--- config.mk ---
export PLATFORM = sky130hd
export DESIGN_NAME = ac_contact_detector_unit
export DESIGN_NICKNAME = d
export VERILOG_FILES = /design/src/rtl/acd_pkg.sv /design/src/rtl/acd_div.sv /design/src/rtl/ac_contact_detector_unit.sv
export SDC_FILE = /design/constraint.sdc
export NUM_CORES = 1
export LEC_CHECK = 0
export ABC_AREA = 1
export BUFFER_PORTS_ARGS = -buffer_cell sky130_fd_sc_hd__buf_4
export CAP_MARGIN = 20
export CORE_MARGIN = 2
export CORE_UTILIZATION = 40
export DETAILED_ROUTE_END_ITERATION = 12
export GPL_TIMING_DRIVEN = 1
export PLACE_DENSITY = 0.63
export SLEW_MARGIN = 40
export SYNTH_ARGS = -nofsm -noshare
export SYNTH_HDL_FRONTEND = slang
export SYNTH_SLANG_ARGS = --single-unit
--- constraint.sdc ---
create_clock -name clk -period 6.7 [get_ports clk]
set_input_delay 0 -clock clk [delete_from_list [all_inputs] [get_ports clk]]
set_output_delay 0 -clock clk [all_outputs]
set_load 0.02 [all_outputs]
--- src/rtl/acd_pkg.sv ---
// shared constants, types and helpers for the ac contact detector
`default_nettype none

package acd_pkg;

    localparam int ADC_BITS   = 8;
    localparam int DIVIDEND_W = 16;
    localparam int DIVISOR_W  = 8;

    // op codes of an input word
    localparam logic [1:0] OP_SAMPLE = 2'd0;
    localparam logic [1:0] OP_CROSS  = 2'd1;
    localparam logic [1:0] OP_TAKE   = 2'd2;
    localparam logic [1:0] OP_SOFT   = 2'd3;

    // mode codes
    localparam logic [1:0] MODE_IDLE = 2'd0;
    localparam logic [1:0] MODE_CAND = 2'd1;
    localparam logic [1:0] MODE_LOCK = 2'd2;

    // register indexes
    localparam logic [2:0] REG_RATIO_NUM   = 3'd0;
    localparam logic [2:0] REG_RATIO_DEN   = 3'd1;
    localparam logic [2:0] REG_MIN_DIFF    = 3'd2;
    localparam logic [2:0] REG_BASE_SHIFT  = 3'd3;
    localparam logic [2:0] REG_CENTER_SHIFT = 3'd4;
    localparam logic [2:0] REG_DETECT_NEED = 3'd5;
    localparam logic [2:0] REG_RELEASE_NEED = 3'd6;
    localparam logic [2:0] REG_MAX_SAMPLES = 3'd7;

    // register reset values
    localparam logic [7:0] RST_RATIO_NUM    = 8'd3;
    localparam logic [7:0] RST_RATIO_DEN    = 8'd2;
    localparam logic [7:0] RST_MIN_DIFF     = 8'd4;
    localparam logic [2:0] RST_BASE_SHIFT   = 3'd3;
    localparam logic [2:0] RST_CENTER_SHIFT = 3'd4;
    localparam logic [7:0] RST_DETECT_NEED  = 8'd2;
    localparam logic [7:0] RST_RELEASE_NEED = 8'd3;
    localparam logic [7:0] RST_MAX_SAMPLES  = 8'd64;

    // state reset values
    localparam logic [ADC_BITS-1:0] RST_CENTER   = 8'd128;
    localparam logic [7:0]          RST_BASELINE = 8'd10;
    localparam logic [7:0]          BASE_FLOOR   = 8'd1;

    typedef struct packed {
        logic busy;
        logic done;
    } div_status_t;

    // move cur toward target by the difference shifted right, rounding down
    function automatic logic [7:0] shift_track(input logic [7:0] cur,
                                               input logic [7:0] target,
                                               input logic [2:0] sh);
        logic signed [8:0] d;
        logic signed [8:0] step;
        d = $signed({1'b0, target}) - $signed({1'b0, cur});
        step = d >>> sh;
        return cur + step[7:0];
    endfunction

endpackage

`default_nettype wire

--- src/rtl/acd_div.sv ---
// restoring divider, one quotient bit per cycle
`default_nettype none

module acd_div #(
    parameter int DIVIDEND_W = acd_pkg::DIVIDEND_W,
    parameter int DIVISOR_W  = acd_pkg::DIVISOR_W
) (
    input  wire logic                  clk,
    input  wire logic                  rst_n,
    input  wire logic                  start,
    input  wire logic [DIVIDEND_W-1:0] dividend,
    input  wire logic [DIVISOR_W-1:0]  divisor,
    output logic [DIVIDEND_W-1:0]      quotient,
    output acd_pkg::div_status_t       status
);

    localparam int CNT_W = $clog2(DIVIDEND_W);
    localparam logic [CNT_W-1:0] LAST_STEP = CNT_W'(DIVIDEND_W - 1);

    logic                  busy_reg;
    logic                  done_reg;
    logic [CNT_W-1:0]      cnt_reg;
    logic [DIVIDEND_W-1:0] quo_reg;
    logic [DIVISOR_W-1:0]  rem_reg;
    logic [DIVISOR_W-1:0]  dsr_reg;

    logic [DIVISOR_W:0]    rem_shift;
    logic [DIVISOR_W:0]    rem_diff;
    logic                  ge;
    logic [DIVISOR_W-1:0]  rem_next;
    logic [DIVIDEND_W-1:0] quo_next;

    always_comb
    begin
        rem_shift = {rem_reg, quo_reg[DIVIDEND_W-1]};
        rem_diff  = rem_shift - {1'b0, dsr_reg};
        ge        = rem_shift >= {1'b0, dsr_reg};
        rem_next  = ge ? rem_diff[DIVISOR_W-1:0] : rem_shift[DIVISOR_W-1:0];
        quo_next  = {quo_reg[DIVIDEND_W-2:0], ge};
    end

    always_ff @(posedge clk or negedge rst_n)
    begin
        if (!rst_n)
        begin
            busy_reg <= 1'b0;
            done_reg <= 1'b0;
            cnt_reg  <= '0;
        end
        else
        begin
            done_reg <= 1'b0;
            if (start)
            begin
                busy_reg <= 1'b1;
                cnt_reg  <= '0;
            end
            else if (busy_reg)
            begin
                cnt_reg <= cnt_reg + 1'b1;
                if (cnt_reg == LAST_STEP)
                begin
                    busy_reg <= 1'b0;
                    done_reg <= 1'b1;
                end
            end
        end
    end

    always_ff @(posedge clk)
    begin
        if (start)
        begin
            quo_reg <= dividend;
            rem_reg <= '0;
            dsr_reg <= divisor;
        end
        else if (busy_reg)
        begin
            quo_reg <= quo_next;
            rem_reg <= rem_next;
        end
    end

    assign quotient    = quo_reg;
    assign status.busy = busy_reg;
    assign status.done = done_reg;

endmodule

`default_nettype wire

--- src/rtl/ac_contact_detector_unit.sv ---
// ac contact detector top level: sample averaging, half-cycle mean, contact machine
//
// input channel (in_valid/in_ready) takes one word: op and an 8-bit adc sample.
// output channel (out_valid/out_ready) returns one word per input word with the
// trigger flags, mode, last half mean, baseline and dc center after that word.
// configuration is a plain write port (wr_en, wr_index, wr_data), taken at once.
// one word is worked on at a time; in_ready is high only between words.
// a counted sample passes through the center and deviation states before out_valid
// rises; consume, soft reset, a dropped sample or a crossing with no samples go
// straight to the output state; a zero crossing that closes a half with samples
// waits for the mean division, the threshold division and the decision first.
// such a crossing uses the shared 16-step divider, once for the mean
// and once for the ratio threshold.
// the result sits in an output register, so a stalled receiver holds only
// that word; the next word is accepted, and it waits at the end of its work
// until the output register is free.
// reset clears mode, counters, sums and trigger, sets center to 128, baseline
// to 10 and the registers to their defaults.
`default_nettype none

module ac_contact_detector_unit (
    input  wire logic       clk,
    input  wire logic       rst_n,
    input  wire logic       wr_en,
    input  wire logic [2:0] wr_index,
    input  wire logic [7:0] wr_data,
    input  wire logic       in_valid,
    output logic            in_ready,
    input  wire logic [1:0] op,
    input  wire logic [7:0] sample,
    output logic            out_valid,
    input  wire logic       out_ready,
    output logic            trigger_taken,
    output logic            trigger_pending,
    output logic [1:0]      mode,
    output logic [7:0]      half_mean,
    output logic [7:0]      baseline_level,
    output logic [7:0]      dc_center
);

    localparam int DW = acd_pkg::DIVIDEND_W;
    localparam int SW = acd_pkg::DIVISOR_W;

    localparam logic [2:0] ST_IDLE   = 3'd0;
    localparam logic [2:0] ST_CENTER = 3'd1;
    localparam logic [2:0] ST_DEV    = 3'd2;
    localparam logic [2:0] ST_MEAN   = 3'd3;
    localparam logic [2:0] ST_MUL    = 3'd4;
    localparam logic [2:0] ST_THR    = 3'd5;
    localparam logic [2:0] ST_DECIDE = 3'd6;
    localparam logic [2:0] ST_OUT    = 3'd7;

    // configuration
    logic [7:0] ratio_num_reg;
    logic [7:0] ratio_den_reg;
    logic [7:0] min_diff_reg;
    logic [2:0] base_shift_reg;
    logic [2:0] center_shift_reg;
    logic [7:0] detect_need_reg;
    logic [7:0] release_need_reg;
    logic [7:0] max_samples_reg;

    always_ff @(posedge clk or negedge rst_n)
    begin
        if (!rst_n)
        begin
            ratio_num_reg    <= acd_pkg::RST_RATIO_NUM;
            ratio_den_reg    <= acd_pkg::RST_RATIO_DEN;
            min_diff_reg     <= acd_pkg::RST_MIN_DIFF;
            base_shift_reg   <= acd_pkg::RST_BASE_SHIFT;
            center_shift_reg <= acd_pkg::RST_CENTER_SHIFT;
            detect_need_reg  <= acd_pkg::RST_DETECT_NEED;
            release_need_reg <= acd_pkg::RST_RELEASE_NEED;
            max_samples_reg  <= acd_pkg::RST_MAX_SAMPLES;
        end
        else if (wr_en)
        begin
            case (wr_index)
                acd_pkg::REG_RATIO_NUM:    ratio_num_reg    <= wr_data;
                acd_pkg::REG_RATIO_DEN:    ratio_den_reg    <= wr_data;
                acd_pkg::REG_MIN_DIFF:     min_diff_reg     <= wr_data;
                acd_pkg::REG_BASE_SHIFT:   base_shift_reg   <= wr_data[2:0];
                acd_pkg::REG_CENTER_SHIFT: center_shift_reg <= wr_data[2:0];
                acd_pkg::REG_DETECT_NEED:  detect_need_reg  <= wr_data;
                acd_pkg::REG_RELEASE_NEED: release_need_reg <= wr_data;
                acd_pkg::REG_MAX_SAMPLES:  max_samples_reg  <= wr_data;
                default: ;
            endcase
        end
    end

    // detector state
    logic [2:0]  state_reg, state_next;
    logic [1:0]  mode_reg, mode_next;
    logic [7:0]  center_reg, center_next;
    logic [7:0]  baseline_reg, baseline_next;
    logic [15:0] dev_sum_reg, dev_sum_next;
    logic [7:0]  sample_cnt_reg, sample_cnt_next;
    logic [7:0]  mean_reg, mean_next;
    logic [7:0]  detect_cnt_reg, detect_cnt_next;
    logic [7:0]  release_cnt_reg, release_cnt_next;
    logic        half_open_reg, half_open_next;
    logic        trigger_reg, trigger_next;
    logic        taken_reg, taken_next;
    logic        contact_reg, contact_next;
    logic [7:0]  sample_reg, sample_next;

    // output word register
    logic        out_valid_reg, out_valid_next;
    logic        out_taken_reg;
    logic        out_pending_reg;
    logic [1:0]  out_mode_reg;
    logic [7:0]  out_mean_reg;
    logic [7:0]  out_base_reg;
    logic [7:0]  out_center_reg;
    logic        out_load;

    // shared divider
    logic                 div_start;
    logic [DW-1:0]        div_dividend;
    logic [SW-1:0]        div_divisor;
    logic [DW-1:0]        div_quotient;
    acd_pkg::div_status_t div_status;

    logic [15:0] product;
    logic [7:0]  den_eff;
    logic [7:0]  dev_abs;
    logic [8:0]  dev_diff;
    logic [7:0]  base_track;
    logic [7:0]  base_tracked;
    logic [7:0]  detect_inc;
    logic [7:0]  release_inc;
    logic        accept;

    acd_div #(
        .DIVIDEND_W (DW),
        .DIVISOR_W  (SW)
    ) u_div (
        .clk      (clk),
        .rst_n    (rst_n),
        .start    (div_start),
        .dividend (div_dividend),
        .divisor  (div_divisor),
        .quotient (div_quotient),
        .status   (div_status)
    );

    assign accept   = in_valid && in_ready;
    assign in_ready = (state_reg == ST_IDLE);
    assign product  = 16'(ratio_num_reg) * 16'(baseline_reg);
    assign den_eff  = (ratio_den_reg == 8'd0) ? 8'd1 : ratio_den_reg;

    always_comb
    begin
        dev_diff = {1'b0, sample_reg} - {1'b0, center_reg};
        dev_abs  = dev_diff[8] ? 8'(-dev_diff) : dev_diff[7:0];
        base_track = acd_pkg::shift_track(baseline_reg, mean_reg, base_shift_reg);
        base_tracked = (base_track == 8'd0) ? acd_pkg::BASE_FLOOR : base_track;
        detect_inc  = detect_cnt_reg + 8'd1;
        release_inc = release_cnt_reg + 8'd1;
    end

    always_comb
    begin
        state_next       = state_reg;
        mode_next        = mode_reg;
        center_next      = center_reg;
        baseline_next    = baseline_reg;
        dev_sum_next     = dev_sum_reg;
        sample_cnt_next  = sample_cnt_reg;
        mean_next        = mean_reg;
        detect_cnt_next  = detect_cnt_reg;
        release_cnt_next = release_cnt_reg;
        half_open_next   = half_open_reg;
        trigger_next     = trigger_reg;
        taken_next       = taken_reg;
        contact_next     = contact_reg;
        sample_next      = sample_reg;
        div_start        = 1'b0;
        div_dividend     = product;
        div_divisor      = den_eff;
        out_load         = 1'b0;

        case (state_reg)
            ST_IDLE:
            begin
                if (accept)
                begin
                    taken_next  = 1'b0;
                    sample_next = sample;
                    state_next  = ST_OUT;
                    case (op)
                        acd_pkg::OP_SAMPLE:
                        begin
                            if (half_open_reg && (sample_cnt_reg < max_samples_reg))
                            begin
                                state_next = ST_CENTER;
                            end
                        end
                        acd_pkg::OP_CROSS:
                        begin
                            if (half_open_reg && (sample_cnt_reg != 8'd0))
                            begin
                                div_start    = 1'b1;
                                div_dividend = dev_sum_reg;
                                div_divisor  = sample_cnt_reg;
                                state_next   = ST_MEAN;
                            end
                            dev_sum_next    = '0;
                            sample_cnt_next = '0;
                            half_open_next  = 1'b1;
                        end
                        acd_pkg::OP_TAKE:
                        begin
                            taken_next   = trigger_reg;
                            trigger_next = 1'b0;
                        end
                        default:
                        begin
                            mode_next        = acd_pkg::MODE_IDLE;
                            dev_sum_next     = '0;
                            sample_cnt_next  = '0;
                            mean_next        = '0;
                            detect_cnt_next  = '0;
                            release_cnt_next = '0;
                            half_open_next   = 1'b0;
                            trigger_next     = 1'b0;
                        end
                    endcase
                end
            end
            ST_CENTER:
            begin
                center_next = acd_pkg::shift_track(center_reg, sample_reg, center_shift_reg);
                state_next  = ST_DEV;
            end
            ST_DEV:
            begin
                dev_sum_next    = dev_sum_reg + 16'(dev_abs);
                sample_cnt_next = sample_cnt_reg + 8'd1;
                state_next      = ST_OUT;
            end
            ST_MEAN:
            begin
                if (div_status.done)
                begin
                    mean_next  = div_quotient[7:0];
                    state_next = ST_MUL;
                end
            end
            ST_MUL:
            begin
                div_start  = 1'b1;
                state_next = ST_THR;
            end
            ST_THR:
            begin
                if (div_status.done)
                begin
                    contact_next = (16'(mean_reg) > div_quotient) &&
                                   ({1'b0, mean_reg} > ({1'b0, baseline_reg} + {1'b0, min_diff_reg}));
                    state_next = ST_DECIDE;
                end
            end
            ST_DECIDE:
            begin
                state_next = ST_OUT;
                case (mode_reg)
                    acd_pkg::MODE_CAND:
                    begin
                        if (contact_reg)
                        begin
                            detect_cnt_next = detect_inc;
                            if (detect_inc >= detect_need_reg)
                            begin
                                trigger_next = 1'b1;
                                mode_next    = acd_pkg::MODE_LOCK;
                            end
                        end
                        else
                        begin
                            release_cnt_next = release_inc;
                            if (release_inc >= release_need_reg)
                            begin
                                detect_cnt_next  = '0;
                                release_cnt_next = '0;
                                mode_next        = acd_pkg::MODE_IDLE;
                                baseline_next    = base_tracked;
                            end
                        end
                    end
                    acd_pkg::MODE_LOCK:
                    begin
                        if (contact_reg)
                        begin
                            release_cnt_next = '0;
                        end
                        else
                        begin
                            release_cnt_next = release_inc;
                            if (release_inc >= release_need_reg)
                            begin
                                detect_cnt_next  = '0;
                                release_cnt_next = '0;
                                mode_next        = acd_pkg::MODE_IDLE;
                                baseline_next    = base_tracked;
                            end
                        end
                    end
                    default:
                    begin
                        if (contact_reg)
                        begin
                            detect_cnt_next  = 8'd1;
                            release_cnt_next = '0;
                            mode_next        = acd_pkg::MODE_CAND;
                        end
                        else
                        begin
                            baseline_next = base_tracked;
                        end
                    end
                endcase
            end
            ST_OUT:
            begin
                if (!out_valid_reg || out_ready)
                begin
                    out_load   = 1'b1;
                    state_next = ST_IDLE;
                end
            end
            default:
            begin
                state_next = ST_IDLE;
            end
        endcase
    end

    always_comb
    begin
        out_valid_next = out_valid_reg;
        if (out_load)
        begin
            out_valid_next = 1'b1;
        end
        else if (out_ready)
        begin
            out_valid_next = 1'b0;
        end
    end

    always_ff @(posedge clk or negedge rst_n)
    begin
        if (!rst_n)
        begin
            state_reg       <= ST_IDLE;
            mode_reg        <= acd_pkg::MODE_IDLE;
            center_reg      <= acd_pkg::RST_CENTER;
            baseline_reg    <= acd_pkg::RST_BASELINE;
            dev_sum_reg     <= '0;
            sample_cnt_reg  <= '0;
            mean_reg        <= '0;
            detect_cnt_reg  <= '0;
            release_cnt_reg <= '0;
            half_open_reg   <= 1'b0;
            trigger_reg     <= 1'b0;
            taken_reg       <= 1'b0;
            out_valid_reg   <= 1'b0;
        end
        else
        begin
            state_reg       <= state_next;
            mode_reg        <= mode_next;
            center_reg      <= center_next;
            baseline_reg    <= baseline_next;
            dev_sum_reg     <= dev_sum_next;
            sample_cnt_reg  <= sample_cnt_next;
            mean_reg        <= mean_next;
            detect_cnt_reg  <= detect_cnt_next;
            release_cnt_reg <= release_cnt_next;
            half_open_reg   <= half_open_next;
            trigger_reg     <= trigger_next;
            taken_reg       <= taken_next;
            out_valid_reg   <= out_valid_next;
        end
    end

    always_ff @(posedge clk)
    begin
        contact_reg <= contact_next;
        sample_reg  <= sample_next;
        if (out_load)
        begin
            out_taken_reg   <= taken_reg;
            out_pending_reg <= trigger_reg;
            out_mode_reg    <= mode_reg;
            out_mean_reg    <= mean_reg;
            out_base_reg    <= baseline_reg;
            out_center_reg  <= center_reg;
        end
    end

    assign out_valid       = out_valid_reg;
    assign trigger_taken   = out_taken_reg;
    assign trigger_pending = out_pending_reg;
    assign mode            = out_mode_reg;
    assign half_mean       = out_mean_reg;
    assign baseline_level  = out_base_reg;
    assign dc_center       = out_center_reg;

    // baseline floor holds at all times
    assert property (@(posedge clk) disable iff (!rst_n) baseline_reg != 8'd0)
        else $error("baseline dropped to zero");

    // trigger is only raised on entering lockout
    assert property (@(posedge clk) disable iff (!rst_n)
        $rose(trigger_reg) |-> (mode_reg == acd_pkg::MODE_LOCK))
        else $error("trigger set outside lockout");

    // divider never restarted while running
    assert property (@(posedge clk) disable iff (!rst_n) div_start |-> !div_status.busy)
        else $error("divider started while busy");

    // an accepted word always leaves idle
    assert property (@(posedge clk) disable iff (!rst_n) accept |=> (state_reg != ST_IDLE))
        else $error("accepted word not processed");

    // samples only counted inside an open half
    assert property (@(posedge clk) disable iff (!rst_n)
        (sample_cnt_reg != 8'd0) |-> half_open_reg)
        else $error("sample count without open half");

endmodule

`default_nettype wire

==> results of run 1 <==
worst max-delay path: stages, from the launching register on:
cell and delay (ps):
dfrtp_1 620, nand2_1 90, inv_1 90, fa_1 450, fa_1 530, fa_1 560
inv_1 60, fa_1 530, inv_1 40, ha_1 350, nand2_1 80, nand2_1 40
a21boi_0 210, o21ai_0 230, a31oi_1 210, xor2_1 190, nor2_1 60, o21ai_0 150
worst min-delay path by stage:
stage	endpoint	startpoint	slack [ps]	depth (start not counted)
2_1_floorplan	base_shift_reg[2]	rst_n	-300	0
3_3_place_gp	min_diff_reg[1]	rst_n	60	1
3_5_place_dp	baseline_reg[2]	rst_n	80	1
4_1_cts	base_shift_reg[0]	wr_en	30	5
5_1_grt	base_shift_reg[0]	wr_en	100	5
6_report	min_diff_reg[0]	rst_n	50	2
metrics by stage:
stage	utilization (%)	setup slack [ps]	total power (µW)	std cells
after floorplan	-	2310	6010	1818
after global placement	42.7	2150	7200	2306
after detailed placement	42.8	2090	7330	2307
after CTS	45.7	2040	8760	2379
after global routing	45.7	1680	9650	2379
final	45.7	2040	8700	2379
cell type report:
| class | count | area [µm²] | area share (%) |
|---|---|---|---|
| clock inverters | 16 | 158 | 0.951 |
| well taps | 468 | 586 | 3.53 |
| clock buffers | 30 | 654 | 3.95 |
| multi-input cells | 1232 | 7820 | 47.2 |
| inverters | 344 | 1290 | 7.80 |
| flip-flops and latches | 202 | 5340 | 32.2 |
| repair buffers | 87 | 733 | 4.42 |
synth_stat cells, types with 4 or more instances:
master and count:
o21ai_1 7, xor2_1 43, dfxtp_1 8, or2_2 9
inv_2 5, nand2_1 432, a21oi_1 86, o21ai_0 158
o21a_1 5, fa_1 43, a32o_1 4, nor2_2 6
nand3_1 88, edfxtp_1 61, nor3_1 19, inv_1 336
dfstp_2 14, o32ai_1 10, o21bai_1 5, o211ai_1 16
o22ai_1 9, xnor2_1 10, ha_1 137, nor4_1 4
nor2_1 70, nand4_1 19, a31oi_1 9, dfrtp_1 119
clkbuf_1 32
per-layer routing:
metal  GRT usage [%]  part of all wire (%)  up-vias
li1                -                     -     6055
met1            26.2                    45     5651
met2            34.2                    48      281
met3            1.92                   4.1       62
met4            5.80                   2.8        0
met5               0                     0        -
report_power, final:
part / internal [µW] / total (µW) / switching (µW) / leakage (µW)
sequential: 1750 / 2210 / 460 / 0.00234
clock: 810 / 1350 / 543 / 0.000403
combinational: 1950 / 5140 / 3190 / 0.00579
total: 4510 / 8700 / 4190 / 0.00852
cell families after synthesis:
kind of cell | after synthesis | share of synthesized area, %
flip-flops | 202 | 36.5
XOR/XNOR | 53 | 3.18
multiplexers | 2 | 0.137
AND/OR/NAND/NOR | 666 | 19.6
AO/OA/AOI/OAI | 331 | 12.9
buffers and inverters | 384 | 10.1
adder cells (fa/ha/maj) | 180 | 17.6
==> impl_metrics.tcl, run 1 <==
set metrics [dict create \
    fill_cells 3568 \
    insertion_delay_ps 530 \
    timing.rr.start "baseline_reg[6]" \
    ir_worst_vdd_mv 0.301 \
    grt_pass1_vias 12018 \
    rsz0062_at_grt "no" \
    synthTopCellsByArea "dfrtp_1, edfxtp_1, ha_1, nand2_1, inv_1" \
    drt-pass1-iter-count 7 \
    ctsResizeCount 0 \
    root_buffer "clkbuf_16" \
    finalHoldViolCount 0 \
    drive_gt1_share_pct 8.16 \
    critPathRequiredTime_ps 7080 \
    cts_inserted_buffers 25 \
    placed_area_mm2 0.0155 \
    viasPerCell 5.06 \
    grt_pass1_wl_um 60900 \
    clk_pin_slew_ps 60 \
    synth_top_cell_area_share_pct 20.4 \
    finalSetupViolations 0 \
    final_cell_mix "nand2_1, inv_1, o21ai_0, ha_1, dfrtp_1" \
    timing.hold.ws_ps 49.9 \
    p_per_area_mw_per_mm2 525 \
    end_kind "flip-flop" \
    path_class "reg2reg" \
    finalSetupTns_ps 0 \
    reg2reg_slack_ps 2040 \
    fin_skew_ps 8.85 \
    r2r-end "u_div.quotient[13]" \
    die_w_um 195 \
    worstPathArrival_ps 5030 \
    hold_buffers 26 \
    wl_per_cell_um 15.4 \
    synthArstFlopShare_pct 65.8 \
    synth_ff_type "dfrtp_1" \
    final_common_cell "nand2_1" \
    period_needed_ps 4660 \
    dieArea_mm2 0.0381 \
    drtAntennaViolNets 0 \
    fmax_mhz 215 \
    rr_worst_depth 17 \
    track_usage_pct 19.7 \
    synth_top_area_cell "dfrtp_1" \
    maxSlewViolCount 0 \
    fin_area_mm2 0.0166 \
    rows 70 \
    netlist_area_mm2 0.0146 \
    clockBufferDepth 3 \
    fin_crit_sh_pct 69.5 \
    ys_warn_count 0 \
    cts_tree "done" \
    start_kind "flip-flop" \
    drcViolationCount 0 \
    dp_hpwl_um 28000 \
    n_antenna_cell 0 \
    hp-class "in2async" \
    cts.htree.levels 1 \
    die_h_um 195 \
    ys_seq_elements 202 \
    start_util_pct 40.3 \
    cts_sinks 202 \
    antenna_found_initial 0 \
    maxCapViolations 0 \
    grt.overflow.total 0 \
    postCtsSetupRepairBufs 0 \
    drt-initial-drc-count 797 \
    tightest_slew_ps 688 \
    seq_area_frac_synth_pct 36.5 \
    area_delta_synth_final_pct 13.5 \
    syn_area_per_cell_um2 8.04 \
    coreArea_mm2 0.0363 \
    max_slew_margin_pct 54.1 \
    synth_edf_count 61 \
    p_leak_uw 0.00852 \
    numPortBuffers 55 \
    postSynthCellCount 1818 \
    finish.net_count 2098 \
    gp_congestion 0.887 \
    crit_start "baseline_reg[6]" \
    status "complete, no violations" \
    synth_fp_nets 2024 \
    grt_max_degree 71 \
    cp_max_fo 13 \
    drt_wl_total_um 36700 \
    vias 12049 \
    io-pin-count 56 \
    endpoint "u_div.quotient[13]" \
    ys_types 58 \
]
No activity file was read; power rests on OpenSTA's default activity.
==> run 2: changes to the inputs <==
==> constraint.sdc (replaced) <==
create_clock -name clk -period 4.3 [get_ports clk]
set_input_delay 0 -clock clk [delete_from_list [all_inputs] [get_ports clk]]
set_output_delay 0 -clock clk [all_outputs]
set_load 0.02 [all_outputs]
==> impl_metrics.tcl, run 2 (synthesis results as in run 1) <==
set metrics [dict create \
    cts_inserted_buffers 23 \
    rsz0062_at_grt "yes" \
    fin_crit_sh_pct 97.5 \
    drt_wl_total_um 36400 \
    tightest_slew_ps 760 \
    critPathRequiredTime_ps 4550 \
    coreArea_mm2 0.0363 \
    clk_pin_slew_ps 60 \
    grt_max_degree 93 \
    holdPathEnd "base_shift_reg[1]" \
    root_buffer "clkbuf_16" \
    p_leak_uw 0.00872 \
    io-pin-count 56 \
    gp_congestion 0.912 \
    fill_cells 3505 \
    crit_start "baseline_reg[3]" \
    cp_max_fo 6 \
    layout.cells.non_filler 2418 \
    wl_per_cell_um 15.1 \
    grt.overflow.total 0 \
    start_util_pct 40.3 \
    fin_skew_ps 8.88 \
    end_kind "flip-flop" \
    finish.net_count 2139 \
    finalSetupViolations 0 \
    clockBufferDepth 3 \
    dp.cells 2344 \
    fmax_mhz 239 \
    hold_path_depth 5 \
    worstPathArrival_ps 4440 \
    die_w_um 195 \
    grt_pass1_wl_um 60400 \
    start_kind "flip-flop" \
    area_delta_synth_final_pct 16.9 \
    period_needed_ps 4190 \
    maxSlewViolCount 0 \
    cp_cell_sequence "nand2_2 > fa_1 > fa_1 > inv_2 > fa_1 > inv_1 > fa_1 > inv_2 > ha_4 > nand3_2 > o21ai_2 > or2_2 > nand3_1 > o211ai_1 > o21ai_0" \
    regArea_mm2 0.00535 \
    cts.htree.levels 1 \
    grt_pass1_vias 12152 \
    power_uw 14500 \
    cts_sinks 202 \
    reg2reg_slack_ps 110 \
    dieArea_mm2 0.0381 \
    rr_worst_depth 15 \
    drt-pass1-iter-count 5 \
    final_cell_mix "nand2_1, inv_1, o21ai_0, ha_1, dfrtp_1" \
    final_common_cell "nand2_1" \
    max_slew_margin_pct 49.1 \
    viasPerCell 5.09 \
    maxCapViolations 0 \
    critPathSlowestCell "dfstp_2" \
    rows 70 \
    finalHoldViolCount 0 \
    status "complete, no violations" \
    insertion_delay_ps 520 \
    drt-initial-drc-count 601 \
    n_antenna_cell 0 \
    ir_worst_vdd_mv 0.529 \
    die_h_um 195 \
    multi_input_area_mm2 0.00802 \
    drtAntennaViolNets 0 \
    numPortBuffers 55 \
    dp_hpwl_um 27900 \
    holdCritStartpoint "wr_en" \
    drcViolationCount 0 \
    crit_path_frequent_cell "fa_1" \
    track_usage_pct 19.4 \
    timing.rr.start "baseline_reg[3]" \
    cpPeakStageDelay_ps 590 \
    path_class "reg2reg" \
    drive_gt1_share_pct 12.4 \
    p_per_area_mw_per_mm2 848 \
    r2r-end "u_div.quotient[11]" \
    vias 12302 \
    cts_tree "done" \
    antenna_found_initial 0 \
    hp-class "in2reg" \
]
run 2: cell count changes in the layout (fill, tap and decap cells not counted), moves of 7 or more:
cell	change
buf_4	+40
inv_2	+7
inv_1	-7
dfrtp_1	-7
o21ai_0	-9
dfrtp_2	+7
run 2: how the worst max path moves through the flow:
stage / slack (ps) / cells past startpoint / endpoint
detailed placement: -110 / 17 / u_div.quotient[11]
CTS: -7 / 16 / u_div.quotient[8]
finish: 110 / 15 / u_div.quotient[11]
floorplan: 10 / 17 / u_div.quotient[8]
global placement: -40 / 15 / u_div.quotient[13]
global route: -20 / 17 / u_div.quotient[14]
run 2: where the power goes:
| part | switching, µW | internal (µW) | total (µW) |
|---|---|---|---|
| logic | 5520 | 3610 | 9130 |
| registers | 607 | 2740 | 3340 |
| clock network | 828 | 1190 | 2020 |
| total | 6950 | 7540 | 14500 |
run 2: critical path, delay by kind of cell, from the launching register on:
family / cells / cell delay (ps)
buffers and inverters: 3 / 150
and+or+nand+nor: 4 / 380
adders and majority gates: 5 / 2370
DFF: 1 / 590
AOI/OAI and AO/OA: 3 / 450
run 2: cell type report:
class                           instances  area share (%)
Inverter                              344            7.57
Clock buffer                           31            3.85
Timing Repair Buffer                  130            6.26
Tap cell                              468            3.43
Clock inverter                         11           0.667
Multi-Input combinational cell       1232            46.9
Sequential cell                       202            31.3
run 2: metal layers:
layer / share of wire, % / track usage (%) / vias to the layer above / routed length, µm
met5: 0 / 0 / - / 0
met4: 2.4 / 4.92 / 0 / 884
met3: 3.3 / 1.95 / 57 / 1210
met2: 48 / 33.5 / 250 / 17300
met1: 47 / 26.1 / 5829 / 17000
li1: - / - / 6166 / -
run 2: what timing repair did:
item,in CTS,in global routing
setup endpoints to repair,7,13
endpoints found under the hold margin,156,0
resized for setup,9,56
pin swaps,1,36
buffers inserted,0,5
hold buffers,27,0
run 2: stage by stage:
stage | worst slack, ps | instance area, µm² | util, % | hold slack (ps) | TNS, ps
3_3_place_gp | -36.6 | 15800 | 43.5 | 151 | -41.4
2_1_floorplan | 10.1 | 14600 | - | -296 | 0
3_5_place_dp | -106 | 15800 | 43.5 | 69.0 | -333
5_1_grt | -16.3 | 17100 | 47.1 | 88.3 | -32.4
4_1_cts | -6.65 | 16800 | 46.4 | 14.8 | -10.2
6_report | 109 | 17100 | 47.1 | 37.2 | 0
